`src/rtl/wcpg_pkg.sv`:
```
`default_nettype none

package wcpg_pkg;

    // Chunk ids, read little-endian from the first four header bytes.
    localparam logic [31:0] ID_FMT  = 32'h2074_6d66;
    localparam logic [31:0] ID_DATA = 32'h6174_6164;

    // Fixed lengths of the file layout.
    localparam logic [4:0] RIFF_HDR_LEN  = 5'd12;
    localparam logic [4:0] CHUNK_HDR_LEN = 5'd8;
    localparam logic [4:0] FMT_CAP_LEN   = 5'd16;

    // Sample clamp limits.
    localparam logic signed [18:0] SAMPLE_MAX = 19'sd32767;
    localparam logic signed [18:0] SAMPLE_MIN = -19'sd32768;

    // Gain after reset, about 0.8 in Q1.15.
    localparam logic [15:0] GAIN_RESET = 16'd26214;

    // Depth of the queue between parser and gain stage.
    localparam int QUEUE_DEPTH = 4;
    localparam int QUEUE_AW    = $clog2(QUEUE_DEPTH);

    typedef enum logic [2:0] {
        PH_RIFF,
        PH_HEADER,
        PH_FMT,
        PH_SKIP,
        PH_DATA,
        PH_DONE
    } phase_t;

    typedef enum logic [1:0] {
        KIND_FORMAT = 2'd0,
        KIND_SAMPLE = 2'd1,
        KIND_ERROR  = 2'd2,
        KIND_END    = 2'd3
    } kind_t;

    // One parsed word handed from the parser to the gain stage. When dual is
    // set the word stands for a format report followed by an end marker.
    typedef struct packed {
        kind_t        kind;
        logic         last;
        logic         dual;
        logic [15:0]  raw;
        logic [15:0]  format_tag;
        logic [15:0]  channels;
        logic [31:0]  sample_rate;
        logic [31:0]  byte_rate;
        logic [15:0]  block_align;
        logic [15:0]  bits_per_sample;
    } wcpg_entry_t;

endpackage

`default_nettype wire

```
`src/rtl/wcpg_queue.sv`:
```
`default_nettype none

module wcpg_queue (
    input  wire logic                  clk,
    input  wire logic                  rst_n,
    input  wire logic                  push_valid,
    input  wire wcpg_pkg::wcpg_entry_t push_entry,
    output logic                       full,
    output logic                       head_valid,
    output wcpg_pkg::wcpg_entry_t      head_entry,
    input  wire logic                  pop
);
    import wcpg_pkg::*;

    wcpg_entry_t           slots_reg [QUEUE_DEPTH];
    logic [QUEUE_AW-1:0]   wr_ptr_reg, wr_ptr_next;
    logic [QUEUE_AW-1:0]   rd_ptr_reg, rd_ptr_next;
    logic [QUEUE_AW:0]     count_reg, count_next;
    logic                  do_push;
    logic                  do_pop;

    assign full       = (count_reg == QUEUE_AW'(0) + (QUEUE_AW+1)'(QUEUE_DEPTH));
    assign head_valid = (count_reg != '0);
    assign head_entry = slots_reg[rd_ptr_reg];
    assign do_push    = push_valid && !full;
    assign do_pop     = pop && head_valid;

    // Pointer and fill count update.
    always_comb
    begin
        wr_ptr_next = do_push ? wr_ptr_reg + QUEUE_AW'(1) : wr_ptr_reg;
        rd_ptr_next = do_pop ? rd_ptr_reg + QUEUE_AW'(1) : rd_ptr_reg;
        count_next  = count_reg;
        if (do_push && !do_pop)
        begin
            count_next = count_reg + (QUEUE_AW+1)'(1);
        end
        else if (do_pop && !do_push)
        begin
            count_next = count_reg - (QUEUE_AW+1)'(1);
        end
    end

    always_ff @(posedge clk or negedge rst_n)
    begin
        if (!rst_n)
        begin
            wr_ptr_reg <= '0;
            rd_ptr_reg <= '0;
            count_reg  <= '0;
        end
        else
        begin
            wr_ptr_reg <= wr_ptr_next;
            rd_ptr_reg <= rd_ptr_next;
            count_reg  <= count_next;
        end
    end

    // Slot storage needs no reset.
    always_ff @(posedge clk)
    begin
        if (do_push)
        begin
            slots_reg[wr_ptr_reg] <= push_entry;
        end
    end

endmodule

`default_nettype wire

```
`config.mk`:
```
export PLATFORM = sky130hd
export DESIGN_NAME = wcpg_queue
export DESIGN_NICKNAME = d
export VERILOG_FILES = /design/src/rtl/wcpg_pkg.sv /design/src/rtl/wcpg_queue.sv
export SDC_FILE = /design/constraint.sdc
export NUM_CORES = 1
export LEC_CHECK = 0
export BUFFER_PORTS_ARGS = -buffer_cell sky130_fd_sc_hd__buf_4
export CORE_MARGIN = 2
export CORE_UTILIZATION = 25
export CTS_CLUSTER_SIZE = 16
export DETAILED_ROUTE_END_ITERATION = 7
export MAX_ROUTING_LAYER = met4
export PLACE_DENSITY_LB_ADDON = 0.08
export REMOVE_ABC_BUFFERS = 1
export SLEW_MARGIN = 0
export SYNTH_ARGS = -nofsm -noshare
export SYNTH_HDL_FRONTEND = slang
export SYNTH_SLANG_ARGS = --single-unit
```
`constraint.sdc`:
```
create_clock -name clk -period 11.3 [get_ports clk]
set_input_delay 0.565 -clock clk [delete_from_list [all_inputs] [get_ports clk]]
set_output_delay 0.565 -clock clk [all_outputs]
set_load 0.02 [all_outputs]
```
==> out/results.ini <==
[global_route]
grt_pass1_vias = 10500
antenna_found_initial = 5
grt_pass1_wl_um = 76000
grt_max_degree = 89
gr-total-overflow = 0
grt_usage = 0.121

[cts]
clk_path_buf_depth = 3
cts_sinks = 599
cts_setup_buffers = 0
cts_made_buffers = 70
insertion_delay_ps = 590
htree_levels = 3
cts_tree = built
path_clk_slew_ps = 60
cts_root_buffer = clkbuf_16

[floorplanning]
die_w_um = 299
fp.dieH_um = 299
ios = 302
core_area_um2 = 86500
die_area_um2 = 89400
start_util = 0.252
rows = 108

[logic_synthesis]
syn_area_um2 = 21800
synth-seq-cells = 599
synth_area_leaders = edfxtp_1, mux4_2, dfrtp_1
synth_warnings = 0
synth_largest_area_cell = edfxtp_1
syn_avg_cell_area_um2 = 26.9
synth_edf_count = 592
seq_area_frac_synth = 0.825
synthFlopType = edfxtp_1
synthCells = 809
async_flop_share = 0.0117
synth_top_area_share = 0.817
yosysUniqueCellTypes = 20

[detailed_routing]
drt-initial-drc-count = 616
wl_per_cell_um = 22.2
viasPerCell = 4.10
dr.pass1.iters = 6
drc_errors = 0
wl_um = 52600
antenna_left = 0
route.vias.total = 9714

[final_layout]
fillers = 8315
multiInputGateArea_um2 = 3560
post-route-util = 0.319
largest_register_ffs = 592
final_common_cell = edfxtp_1
final_cell_mix = edfxtp_1, buf_4, mux4_2
layout-area-overhead-vs-synth_pct = 26.6
ff_latch_area_um2 = 18000
drive_gt1_frac = 0.467
layout.nets = 1318

[timing]
fin_crit_ps = 4500
tightest_slew_ps = 1050
rsz0062_at_grt = no
fmax_mhz = 222
relSlewSlack = 0.298
clock_skew_ps = 17.3
drv_slew = 0
finalCritPeriodShare = 0.398
setup_viol = 0
hold_viol_final = 0
tns_ps = 0

[setup_path]
crit_path_end_kind = primary output
crit_type = reg2out
cp_max_fo = 59
start_kind = flip-flop
required_ps = 10740
worstReg2RegEnd = slots_reg[0][69]
r2r_start = count_reg[2]
r2r_cells = 4
reg2reg_slack_ps = 8050
worstPathArrival_ps = 3940

[placed_design]
dp_hpwl_um = 31100
place_congestion = 0.679
port_buffers = 301

[status]
outcome = completed

[power]
p_leak_nw = 9.16
p_per_area_nw_per_um2 = 282
ir_worst_vdd_v = 0.000223

[hold_path]
min_from = push_entry[0]
hold_path.class = in2reg
min_to = slots_reg[3][0]
holdPathStages = 1

[job]
maxCapViolCount = 0

[how the worst max path moves through the flow]
stage                  startpoint              end  cells past startpoint
CTS                 rd_ptr_reg[1]  head_entry[142]                      4
global placement    rd_ptr_reg[1]   head_entry[73]                      4
finish              rd_ptr_reg[1]   head_entry[22]                      4
floorplan           rd_ptr_reg[0]    head_entry[0]                      1
global route        rd_ptr_reg[1]   head_entry[73]                      4
detailed placement  rd_ptr_reg[1]  head_entry[142]                      4
[stage by stage]
step                instance area, um2  cells  hold WS (ps)  power, mW  setup WS (ps)
floorplan                        21500    774           269       4.77           4240
global placement                 25300   2242           405       5.78           7250
detailed placement               25300   2242           407       5.78           7230
CTS                              27500   2364           111       7.98           6600
global route                     27500   2369           131       8.16           6550
finish                           27600   2370           172       7.76           6800
[kinds of logic after synthesis]
group,Yosys count,synth area share
adders and majority gates,6,0.00380
muxes,150,0.154
and+or+nand+nor,10,0.00265
xor gates and xnor gates,6,0.00242
DFF,599,0.825
buffers and inverters,38,0.0116
[Yosys cell counts, types with 2 or more instances]
master,count
mux4_2,148
buf_2,19
buf_6,11
and2_1,4
clkbuf_1,4
xor2_1,2
inv_1,3
mux2_2,2
ha_1,5
edfxtp_1,592
xnor2_1,4
dfrtp_1,7
[repair_timing]
item | 4_1_cts | 5_1_grt
hold buffers | 1 | 0
endpoints found under the hold margin | 7 | 0
gates resized for setup | 0 | 0
[area by class of cell]
cell class	count	area share
diodes	6	0.000545
clock buffers	89	0.0684
clock inverters	32	0.0110
inverters	3	0.000409
multi-input cells	172	0.129
flip-flops and latches	599	0.652
well taps	1155	0.0525
repair buffers	314	0.0861
[power by group]
group	internal (mW)	total, mW	switching, mW
Combinational	1.07	2.51	1.44
Sequential	2.94	3.10	0.156
Clock	1.29	2.16	0.864
Total	5.31	7.76	2.46
[worst max-delay path: stages (launching register included)]
cell     delay (ps)
dfrtp_4         900
buf_4           770
buf_4           890
mux4_2          430
buf_4           170
[metal layers]
metal,GRT usage,wire [um]
met4,0.0361,937
met2,0.187,25500
met3,0.0315,3280
met1,0.155,22900
met5,-,0
Power figures use the tool's default switching activity.
