[src/rtl/wcpg_pkg.sv]
`default_nettype none

package wcpg_pkg;

    // Chunk ids, read little-endian from the first four header bytes.
    localparam logic [31:0] ID_FMT  = 32'h2074_6d66;
    localparam logic [31:0] ID_DATA = 32'h6174_6164;

    // Fixed lengths of the file layout.
    localparam logic [4:0] RIFF_HDR_LEN  = 5'd12;
    localparam logic [4:0] CHUNK_HDR_LEN = 5'd8;
    localparam logic [4:0] FMT_CAP_LEN   = 5'd16;

    // Sample clamp limits.
    localparam logic signed [18:0] SAMPLE_MAX = 19'sd32767;
    localparam logic signed [18:0] SAMPLE_MIN = -19'sd32768;

    // Gain after reset, about 0.8 in Q1.15.
    localparam logic [15:0] GAIN_RESET = 16'd26214;

    // Depth of the queue between parser and gain stage.
    localparam int QUEUE_DEPTH = 4;
    localparam int QUEUE_AW    = $clog2(QUEUE_DEPTH);

    typedef enum logic [2:0] {
        PH_RIFF,
        PH_HEADER,
        PH_FMT,
        PH_SKIP,
        PH_DATA,
        PH_DONE
    } phase_t;

    typedef enum logic [1:0] {
        KIND_FORMAT = 2'd0,
        KIND_SAMPLE = 2'd1,
        KIND_ERROR  = 2'd2,
        KIND_END    = 2'd3
    } kind_t;

    // One parsed word handed from the parser to the gain stage. When dual is
    // set the word stands for a format report followed by an end marker.
    typedef struct packed {
        kind_t        kind;
        logic         last;
        logic         dual;
        logic [15:0]  raw;
        logic [15:0]  format_tag;
        logic [15:0]  channels;
        logic [31:0]  sample_rate;
        logic [31:0]  byte_rate;
        logic [15:0]  block_align;
        logic [15:0]  bits_per_sample;
    } wcpg_entry_t;

endpackage

`default_nettype wire

[src/rtl/wcpg_back.sv]
`default_nettype none

module wcpg_back (
    input  wire logic                  clk,
    input  wire logic                  rst_n,
    input  wire logic                  cfg_wr_en,
    input  wire logic [15:0]           cfg_wr_data,
    input  wire logic                  head_valid,
    input  wire wcpg_pkg::wcpg_entry_t head_entry,
    output logic                       pop,
    output logic                       m_tvalid,
    input  wire logic                  m_tready,
    output logic [143:0]               m_tdata,   // format_tag, channels, sample_rate,
                                                  // byte_rate, block_align,
                                                  // bits_per_sample, sample
    output logic [1:0]                 m_tuser,   // kind
    output logic                       m_tlast    // last
);
    import wcpg_pkg::*;

    logic [15:0]          gain_reg;
    logic                 half_reg, half_next;

    logic                 s1_valid_reg, s1_valid_next;
    wcpg_entry_t          s1_entry_reg, s1_entry_next;
    logic signed [32:0]   s1_prod_reg;

    logic                 out_valid_reg;
    wcpg_entry_t          out_entry_reg;
    logic [15:0]          out_sample_reg, out_sample_next;

    logic                 out_move;
    logic                 s1_take;
    logic                 issue;
    logic signed [33:0]   biased;
    logic signed [18:0]   quot;

    // Gain register.
    always_ff @(posedge clk or negedge rst_n)
    begin
        if (!rst_n)
        begin
            gain_reg <= GAIN_RESET;
        end
        else if (cfg_wr_en)
        begin
            gain_reg <= cfg_wr_data;
        end
    end

    // Flow control through the multiply stage and the output register.
    assign out_move = !out_valid_reg || m_tready;
    assign s1_take  = !s1_valid_reg || out_move;
    assign issue    = head_valid && s1_take;

    // Issue from the queue head; a dual word issues twice before it pops.
    always_comb
    begin
        s1_entry_next = head_entry;
        half_next     = half_reg;
        pop           = 1'b0;
        if (issue)
        begin
            if (head_entry.dual && !half_reg)
            begin
                s1_entry_next.kind = KIND_FORMAT;
                s1_entry_next.last = 1'b0;
                half_next          = 1'b1;
            end
            else
            begin
                if (head_entry.dual)
                begin
                    s1_entry_next.kind = KIND_END;
                    s1_entry_next.last = 1'b1;
                end
                half_next = 1'b0;
                pop       = 1'b1;
            end
        end
        s1_valid_next = s1_take ? issue : s1_valid_reg;
    end

    // Truncate toward zero, then clamp.
    assign biased = {s1_prod_reg[32], s1_prod_reg}
                    + (s1_prod_reg[32] ? 34'sd32767 : 34'sd0);
    assign quot   = biased[33:15];

    always_comb
    begin
        if (quot > SAMPLE_MAX)
        begin
            out_sample_next = SAMPLE_MAX[15:0];
        end
        else if (quot < SAMPLE_MIN)
        begin
            out_sample_next = SAMPLE_MIN[15:0];
        end
        else
        begin
            out_sample_next = quot[15:0];
        end
    end

    always_ff @(posedge clk or negedge rst_n)
    begin
        if (!rst_n)
        begin
            half_reg      <= 1'b0;
            s1_valid_reg  <= 1'b0;
            out_valid_reg <= 1'b0;
        end
        else
        begin
            half_reg     <= half_next;
            s1_valid_reg <= s1_valid_next;
            if (out_move)
            begin
                out_valid_reg <= s1_valid_reg;
            end
        end
    end

    // Payload stages.
    always_ff @(posedge clk)
    begin
        if (issue)
        begin
            s1_entry_reg <= s1_entry_next;
            s1_prod_reg  <= $signed(head_entry.raw) * $signed({1'b0, gain_reg});
        end
        if (out_move && s1_valid_reg)
        begin
            out_entry_reg  <= s1_entry_reg;
            out_sample_reg <= out_sample_next;
        end
    end

    assign m_tvalid = out_valid_reg;
    assign m_tuser  = out_entry_reg.kind;
    assign m_tlast  = out_entry_reg.last;
    assign m_tdata  = {out_sample_reg,
                       out_entry_reg.bits_per_sample,
                       out_entry_reg.block_align,
                       out_entry_reg.byte_rate,
                       out_entry_reg.sample_rate,
                       out_entry_reg.channels,
                       out_entry_reg.format_tag};

`ifndef SYNTHESIS
    // Only a sample word carries a nonzero sample.
    a_sample_zero: assert property (@(posedge clk) disable iff (!rst_n)
        (m_tvalid && (m_tuser != KIND_SAMPLE)) |-> (m_tdata[143:128] == 16'd0))
        else $error("nonzero sample on a non-sample word");

    // The second half of a dual word is pending only while that word heads the queue.
    a_half_head: assert property (@(posedge clk) disable iff (!rst_n)
        half_reg |-> (head_valid && head_entry.dual))
        else $error("dual word lost its head slot");

    // Issuing the second half always pops and clears the half flag.
    a_half_pop: assert property (@(posedge clk) disable iff (!rst_n)
        (half_reg && issue) |-> (pop ##1 !half_reg))
        else $error("dual word not retired after its second half");

    // A word that reaches the output as a report from a dual word is never marked last.
    a_format_last: assert property (@(posedge clk) disable iff (!rst_n)
        (issue && head_entry.dual && !half_reg) |=> (s1_entry_reg.kind == KIND_FORMAT
                                                     && !s1_entry_reg.last))
        else $error("format half of a dual word is mislabeled");
`endif

endmodule

`default_nettype wire

[config.mk]
export PLATFORM = sky130hd
export DESIGN_NAME = wcpg_back
export DESIGN_NICKNAME = d
export VERILOG_FILES = /design/src/rtl/wcpg_pkg.sv /design/src/rtl/wcpg_back.sv
export SDC_FILE = /design/constraint.sdc
export NUM_CORES = 1
export LEC_CHECK = 0
export ABC_CLOCK_PERIOD_IN_PS = 12700
export BUFFER_PORTS_ARGS = -buffer_cell sky130_fd_sc_hd__buf_4
export CAP_MARGIN = 40
export CORE_MARGIN = 2
export CORE_UTILIZATION = 62
export DETAILED_ROUTE_END_ITERATION = 10
export HOLD_SLACK_MARGIN = 0.15
export PLACE_DENSITY_LB_ADDON = 0.12
export REMOVE_ABC_BUFFERS = 1
export SLEW_MARGIN = 20
export SYNTH_ARGS = -nofsm -noshare
export SYNTH_HDL_FRONTEND = slang
export SYNTH_SLANG_ARGS = --single-unit
[constraint.sdc]
create_clock -name clk -period 12.7 [get_ports clk]
set_input_delay 1.905 -clock clk [delete_from_list [all_inputs] [get_ports clk]]
set_output_delay 1.905 -clock clk [all_outputs]
set_load 0.05 [all_outputs]
==> flow_summary.toml, run 1 <==
[critical_path]
startpoint_type = "input pin"
arrival_ns = 7.60
path_common_cell = "fa_1"
critPathMaxFanout = 10
critPathRequiredTime_ns = 12.94
max_stage_delay_ns = 0.55
worstPathCellList = "buf_4 > inv_2 > nor2_1 > fa_1 > fa_1 > fa_1 > fa_1 > fa_1 > inv_1 > fa_1 > inv_1 > ha_1 > a21o_1 > a21oi_1 > o21bai_1 > a221o_1 > o211ai_1 > a21oi_1 > nor4b_1 > a311oi_1"
cp-end-kind = "flop"
slowest_stage = "fa_1"
critPathKind = "input pin to flop"
r2r_setup_slack_ns = 6.13

[die]
fp.dieH_um = 181.6
dieArea_mm2 = 0.03299
io_pins = 318
die_x_um = 181.6
start_util_pct = 62.48
fp.coreArea_mm2 = 0.03131
rows = 65

[cells_and_area]
nets = 2272
stdcell_count = 2201
largest_reg_flops = 131
final_core_util_pct = 74.92
multiInputGateArea_mm2 = 0.008687
regArea_mm2 = 0.009824
syn_to_final_growth_pct = 19.90
drive_above_1_share_pct = 23.58
design_area_mm2 = 0.02346
nFillCells = 1935

[synth]
synth_top_area_share_pct = 47.74
async_reset_ff_share_pct = 5.758
synth_edf_count = 311
synthesis.area_per_instance_um2 = 13.50
syn_inst = 1449
synth_flop_cell = "edfxtp_1"
yosys_warnings = 0
synthTopCellsByArea = "edfxtp_1 48%, fa_1 20%, ha_1 8.7%, inv_1 4.6%, and2_1 3.9%"
synth.distinct_cells = 56
ys_seq_area_share_pct = 50.22
syn_area_mm2 = 0.01956
ys_ff_latch = 330
synth_top_area_cell = "edfxtp_1"

[pwr]
power-per-cell-area_mw_per_mm2 = 295.6
ir_drop_v = 0.0003401
power.leakage_uw = 0.01050

[clock_tree]
cts.htree.levels = 2
path_clk_slew_ns = 0.06
root_buffer = "clkbuf_16"
clk_path_buf_depth = 3
clkSinkCount = 330
clk_latency_ns = 0.52
cts_buffers = 35
post_cts_buffers = 0
cts_resized = 0
ctsHoldBuffers = 0
cts_tree = "done"

[sta]
rsz0062_at_grt = "false"
setup_tns_ns = 0
setup_viol = 0
clock_skew_ns = 0.02724
max-slew-margin-rel_pct = 48.47
tightest_slew_ns = 0.7729
clock.fmax_mhz = 135.8
fin_crit_sh_pct = 57.96
drv_slew = 0
hold_viol = 0
fin_crit_ns = 7.361

[job]
timing.max_cap.violations = 0

[grt]
grt_pass1_vias = 12300
grt_usage_pct = 26.69
grt-ovfl-total = 0
grt_max_degree = 92
antenna_found_initial = 3
grt_pass1_wl_mm = 67.27

[detailed_routing]
drtAntennaViolNets = 0
wire_per_inst_um = 19.69
finalWirelength_mm = 43.35
drc = 0
via_per_inst = 5.369
vias = 11820
drtPass1Iterations = 5
drt_iter0_drc = 798

[hold_path]
holdCritPathClass = "flop to flop"

[place]
placed_cell_area_mm2 = 0.02237
gp_congestion = 0.8476
hpwl_mm = 32.75
dp_cells = 2136
placement.io_buffers = 317

[status]
status = "complete, no violations"
## area by class of cell
type / count / share of cell area [%]
timing repair buffer: 324 / 10.68
clock inverter: 19 / 0.4534
sequential: 330 / 41.88
tap: 402 / 2.144
clock buffer: 43 / 3.952
inverter: 239 / 3.846
antenna: 1 / 0.01067
multi-input combinational: 843 / 37.03
## worst max-delay path: cells and delay by family
kind / cells / cell delay, ns
adder cells (fa/ha/maj): 7 / 3.54
AO/OA/AOI/OAI: 7 / 1.34
buffers and inverters: 4 / 0.42
AND/OR/NAND/NOR: 2 / 0.39
## Yosys cell counts (2+ instances only)
library cell,number
edfxtp_1,311
dfrtp_1,11
nand2_1,147
a2111oi_0,2
o21bai_1,3
nor3_1,3
a211o_1,3
nand4_1,7
fa_1,194
o211ai_1,5
nand3_1,11
inv_1,238
and3_1,7
nor2b_1,3
a21o_1,18
dfstp_2,8
nor2_1,31
a31oi_1,4
mux2_2,17
o21a_1,2
and2_1,122
o21ai_0,12
clkbuf_1,34
ha_1,136
a21oi_1,30
o21ai_2,10
nand2b_1,10
xor2_1,20
xnor2_1,23
## where the power goes
group          internal, uW  switching (uW)  total, uW
Combinational          1880            2480       4350
Clock                   521             395        915
Sequential             1570            94.5       1660
Total                  3970            2960       6930
## routing by layer
metal	up-vias	track usage (%)	wire length, um
met5	-	0	22
met4	4	8.911	1309
met3	79	7.080	4193
met2	511	44.55	20990
met1	5805	34.33	16830
li1	5418	-	-
## through the flow
stage,total power (uW),setup WS [ns],hold slack (ns)
final,6933,5.339,0.4042
after global routing,7571,4.959,0.4122
after CTS,6971,5.366,0.4025
after detailed placement,6006,4.854,0.4045
after global placement,5892,4.975,0.4003
after floorplan,5079,3.570,0.4003
## final timing paths
path                                        end  cells past startpoint             start
min in group asynchronous          gain_reg[11]                      1             rst_n
max in group asynchronous           gain_reg[1]                      1             rst_n
worst min-delay path                m_tdata[95]                      0  s1_entry_reg[63]
worst max register to register  s1_prod_reg[32]                     19       gain_reg[4]
worst max-delay path            s1_prod_reg[32]                     20   head_entry[143]
worst min register to register      m_tdata[95]                      0  s1_entry_reg[63]
## placed cells by master, fill, tap and decap left out, types with 23 or more instances in the layout
master | netlist | final
and2_1 | 122 | 122
edfxtp_1 | 311 | 311
nand2_1 | 147 | 147
nor2_1 | 31 | 31
a21oi_1 | 30 | 30
buf_4 | 0 | 320
inv_1 | 238 | 237
fa_1 | 194 | 194
xnor2_1 | 23 | 23
clkbuf_16 | 0 | 36
ha_1 | 136 | 136
## logic make-up after synthesis
logic type	after synthesis	synth area share, %
AOI/OAI and AO/OA	102	3.799
xor gates and xnor gates	43	1.925
adders and majority gates	330	28.55
buffers and inverters	276	5.417
DFF	330	50.22
muxes	17	0.9785
and+or+nand+nor	351	9.114
(Power assumes the default switching activity.)
==> inputs of run 2 (changes only) <==
Settings changed: ABC_CLOCK_PERIOD_IN_PS 12700 to 7600, CORE_UTILIZATION 62 to 58.
Clock period 12.7 ns to 7.6 ns, I/O delays scaled along.
==> run 2 against run 1 <==
  * Critical path depth stayed put
  * Clock power is 77% higher
  * Flip-flop and latch count stayed put
  * Critical path type unchanged
  * Global-route usage is 1.7 points lower
==> flow_summary.toml, run 2 (synthesis results as in run 1) <==
[status]
status = "complete, no violations"

[sta]
hold_viol = 0
fin_crit_ns = 6.616
setup_viol = 0
clock.fmax_mhz = 151.2
max-slew-margin-rel_pct = 40.22
clock_skew_ns = 0.01455
fin_crit_sh_pct = 87.05
drv_slew = 0
tightest_slew_ns = 0.8967
setup_tns_ns = 0
rsz0062_at_grt = "false"

[critical_path]
critPathRequiredTime_ns = 7.86
r2r_start = "gain_reg[8]"
r2r_setup_slack_ns = 1.04
cp-end-kind = "flop"
timing.rr.end = "s1_prod_reg[32]"
critPathMaxFanout = 10
critPathKind = "input pin to flop"
r2r_cells = 19
startpoint_type = "input pin"
arrival_ns = 6.88

[place]
hpwl_mm = 32.52
placement.io_buffers = 317
gp_congestion = 0.8734

[grt]
grt_pass1_wl_mm = 67.50
grt_pass1_vias = 12230
grt_max_degree = 148
grt-ovfl-total = 0
antenna_found_initial = 3
grt_usage_pct = 25.01

[cells_and_area]
syn_to_final_growth_pct = 20.20
nFillCells = 2346
regArea_mm2 = 0.009824
most-common-layout-cells = "320 x buf_4, 311 x edfxtp_1, 237 x inv_1"
largest_reg_flops = 131
drive_above_1_share_pct = 23.79
nets = 2270
multiInputGateArea_mm2 = 0.008687
mostFrequentLayoutCell = "buf_4"

[die]
start_util_pct = 58.64
fp.coreArea_mm2 = 0.03336
io_pins = 318
die_x_um = 187.7
rows = 67
fp.dieH_um = 187.7
dieArea_mm2 = 0.03522

[hold_path]
hold_end = "m_tdata[18]"
min-delay-start = "s1_entry_reg[98]"
holdPathStages = 0
holdCritPathClass = "flop to flop"

[detailed_routing]
finalWirelength_mm = 43.08
drc = 0
drtAntennaViolNets = 0
vias = 11780
wire_per_inst_um = 19.19
drtPass1Iterations = 6
drt_iter0_drc = 906
via_per_inst = 5.249

[clock_tree]
clkSinkCount = 330
ctsHoldBuffers = 0
clk_path_buf_depth = 3
clk_latency_ns = 0.54
cts_tree = "done"
post_cts_buffers = 0
cts_buffers = 35
root_buffer = "clkbuf_16"
cts.htree.levels = 2
path_clk_slew_ns = 0.06
cts_resized = 0

[job]
timing.max_cap.violations = 0

[pwr]
p_total_uw = 11770
ir_drop_v = 0.0006010
power.leakage_uw = 0.01049
power-per-cell-area_mw_per_mm2 = 500.4
[run 2: changes by cell type in the layout (fill, tap and decap cells not counted)]
cell / change
clkinv_1: -4
buf_16: -3
clkinvlp_4: +3
bufinv_16: +2
clkbuf_1: -2
buf_12: +1
clkinv_4: -1
diode_2: +1
inv_6: +1
[run 2: metal layers]
layer  vias up  wire length (um)  global-route usage [%]
met1      5815             17950                   33.14
met3        69              3637                   6.719
met2       481             20500                   40.71
met4         0               998                   7.904
li1       5419                 -                       -
met5         -                 0                       0
[run 2: worst max-delay path, cell delays in order]
cell	delay [ns]
buf_4	0.16
inv_2	0.17
nor2_1	0.09
fa_1	0.53
fa_1	0.54
fa_1	0.52
fa_1	0.53
fa_1	0.54
inv_1	0.05
fa_1	0.54
inv_1	0.04
ha_1	0.36
a21o_1	0.20
a21oi_1	0.15
o21bai_1	0.10
a221o_1	0.37
o211ai_1	0.32
a21oi_1	0.14
nor4b_1	0.29
a311oi_1	0.09
[run 2: power breakdown]
group          switching (uW)  total, uW  internal, uW
combinational            4210       7370          3160
clock                     680       1620           940
sequential                151       2770          2620
total                    5050      11800          6720
[run 2: worst max path at each step]
stage | start | endpoint | slack, ns | cells past startpoint
floorplan | m_tready | m_tdata[0] | -0.77 | 2
global placement | head_entry[143] | s1_prod_reg[32] | 0.62 | 20
detailed placement | head_entry[143] | s1_prod_reg[32] | 0.50 | 20
CTS | head_entry[143] | s1_prod_reg[32] | 1.08 | 20
global route | head_entry[143] | s1_prod_reg[32] | 0.74 | 20
finish | head_entry[143] | s1_prod_reg[32] | 0.98 | 20
[run 2: per-stage QoR]
stage	cells	setup WS, ns	instance area (um2)	hold WS [ns]	utilization [%]
5_1_grt	2245	0.7418	23520	0.4194	70.48
2_1_floorplan	1412	-0.7653	19400	0.4003	-
6_report	2245	0.9843	23520	0.4097	70.48
4_1_cts	2243	1.080	23510	0.4121	70.46
3_5_place_dp	2182	0.4965	22420	0.4045	67.19
3_3_place_gp	2181	0.6249	22400	0.4002	67.13
[run 2: layout make-up]
| cell class | count | share of cell area [%] |
|---|---|---|
| Antenna cell | 2 | 0.02128 |
| Clock buffer | 41 | 3.911 |
| Clock inverter | 20 | 0.7396 |
| Inverter | 239 | 3.836 |
| Multi-Input combinational cell | 843 | 36.94 |
| Sequential cell | 330 | 41.78 |
| Tap cell | 448 | 2.384 |
| Timing Repair Buffer | 322 | 10.39 |
==> inputs of run 3 (changes only) <==
Settings changed: ABC_AREA set to 1, GPL_TIMING_DRIVEN set to 0.
==> run 3 against run 2 <==
  * Area after synthesis up 6.8%
  * Non-clock buffer count up 2
  * Clock power up 6%
  * Sequential power about the same
  * Die area up 6.6%
  * Fmax up 6.2%
  * Hold slack better by 0.0046 ns
  * Clock-buffer cell count down 3
==> flow_summary.toml, run 3 <==
[critical_path]
slowest_stage = "dfrtp_1"
critPathRequiredTime_ns = 7.91
startpoint_type = "flop"
arrival_ns = 6.54
max_stage_delay_ns = 0.79
critPathMaxFanout = 16
path_delay_family = "adder cells"
worstPathCellList = "inv_1 > nand2_1 > fa_1 > fa_1 > inv_1 > fa_1 > fa_1 > fa_1 > inv_1 > fa_1 > inv_1 > ha_1 > nand2_1 > nor2_1 > nand4_1 > o21ai_1 > nand4_1 > nand3b_1 > nand2_1"
path_common_cell = "fa_1"
critPathKind = "flop to flop"
cp-end-kind = "flop"
r2r_setup_slack_ns = 1.37
crit_buf_inv = 4

[sta]
drv_slew = 0
clock.fmax_mhz = 160.5
max-slew-margin-rel_pct = 43.94
fin_crit_sh_pct = 81.98
fin_crit_ns = 6.231
setup_viol = 0
clock_skew_ns = 0.01817
rsz0062_at_grt = "false"
hold_viol = 0
tightest_slew_ns = 0.8408

[status]
status = "complete, no violations"

[place]
placement.io_buffers = 317
hpwl_mm = 35.80
gp_congestion = 0.9256
dp_cells = 2661

[synth]
synth_edf_count = 311
ys_seq_area_share_pct = 47.04
synth_top_area_share_pct = 44.72
async_reset_ff_share_pct = 5.758
syn_inst = 1945
synthesis.area_per_instance_um2 = 10.74
synth_top_cells_by_count = "477 x nand2_1, 428 x inv_1, 311 x edfxtp_1"
synth_top_area_cell = "edfxtp_1"
synth.distinct_cells = 42
yosysMostFrequentCell = "nand2_1"
ys_ff_latch = 330
yosys_warnings = 0
synthTopCellsByArea = "edfxtp_1 45%, fa_1 19%, nand2_1 8.6%, ha_1 8.1%, inv_1 7.7%"
synth_flop_cell = "edfxtp_1"
syn_area_mm2 = 0.02089

[grt]
grt-busiest-layer = "met2"
grt_pass1_vias = 14680
grt_pass1_wl_mm = 75.81
grt-ovfl-total = 0
antenna_found_initial = 0
use_met1_pct = 32.73
grt_use_met3_pct = 4.609
grt_usage_pct = 25.45
grt_max_degree = 88
use_met2_pct = 44.02

[clock_tree]
cts.htree.levels = 2
ctsHoldBuffers = 0
cts_buffers = 37
path_clk_slew_ns = 0.06
clk_latency_ns = 0.55
root_buffer = "clkbuf_16"
post_cts_buffers = 0
cts_resized = 0
cts_tree = "done"
clkSinkCount = 330
clk_path_buf_depth = 3

[pwr]
power-per-cell-area_mw_per_mm2 = 488.4
p_total_uw = 12190
ir_drop_v = 0.0004407
power.leakage_uw = 0.01225

[die]
io_pins = 318
fp.coreArea_mm2 = 0.03548
rows = 69
dieArea_mm2 = 0.03754
fp.dieH_um = 193.8
die_x_um = 193.8
start_util_pct = 58.86

[detailed_routing]
drtAntennaViolNets = 0
drtPass1Iterations = 5
vias = 13970
wire_per_inst_um = 16.98
via_per_inst = 5.127
finalWirelength_mm = 46.26
drt_iter0_drc = 764
drc = 0

[cells_and_area]
mostFrequentLayoutCell = "nand2_1"
stdcell_count = 2724
syn_to_final_growth_pct = 19.49
drive_above_1_share_pct = 18.47
most-common-layout-cells = "477 x nand2_1, 427 x inv_1, 317 x buf_4"
multiInputGateArea_mm2 = 0.009170
nFillCells = 2580
diodes = 0
nets = 2738
largest_reg_flops = 131
regArea_mm2 = 0.009824

[hold_path]
holdCritPathClass = "flop to flop"

[job]
timing.max_cap.violations = 0
==> run 3: worst paths after layout <==
path,startpoint,to,cells past startpoint
worst max-delay path,gain_reg[0],s1_prod_reg[32],19
worst min-delay path,s1_entry_reg[55],m_tdata[87],0
worst max register to register,gain_reg[0],s1_prod_reg[32],19
worst min register to register,s1_entry_reg[55],m_tdata[87],0
max in group asynchronous,rst_n,gain_reg[1],1
min in group asynchronous,rst_n,m_tvalid,1
==> run 3: per-stage QoR <==
| stage | worst slack [ns] | cell area, um2 | util (%) | setup TNS [ns] | hold slack (ns) |
|---|---|---|---|---|---|
| floorplan | -1.345 | 20600 | - | -197.73 | 0.4003 |
| global placement | -4.275 | 23550 | 66.38 | -623.99 | 0.4001 |
| detailed placement | 0.8304 | 23770 | 66.98 | 0 | 0.4045 |
| CTS | 1.348 | 24960 | 70.33 | 0 | 0.4156 |
| global route | 0.9844 | 24960 | 70.33 | 0 | 0.4206 |
| finish | 1.369 | 24960 | 70.33 | 0 | 0.4143 |
==> run 3: logic make-up after synthesis <==
family                     Yosys count  synth area share (%)
muxes                                9                0.4853
DFF                                330                 47.04
xor gates and xnor gates            31                 1.300
adders and majority gates          330                 26.74
and+or+nand+nor                    654                 12.80
buffers and inverters              499                 9.106
AOI/OAI and AO/OA                   92                 2.528
==> run 3: final cells by class <==
class | count | share of cell area (%)
Timing Repair Buffer | 324 | 10.31
Multi-Input combinational cell | 1116 | 36.74
Clock buffer | 38 | 3.725
Clock inverter | 25 | 1.048
Tap cell | 461 | 2.311
Inverter | 430 | 6.498
Sequential cell | 330 | 39.37
==> run 3: report_power, final <==
group / leakage, uW / internal (uW) / switching, uW
combinational: 0.00847 / 2820 / 4860
sequential: 0.00320 / 2610 / 180
clock: 0.000586 / 1010 / 712
total: 0.0122 / 6440 / 5750
==> run 3: routing by layer <==
layer  vias to the layer above  part of all wire [%]
met5                         -                     0
met4                         0                   2.6
met3                        86                   6.7
met2                       512                    50
met1                      6721                    41
li1                       6647                     -
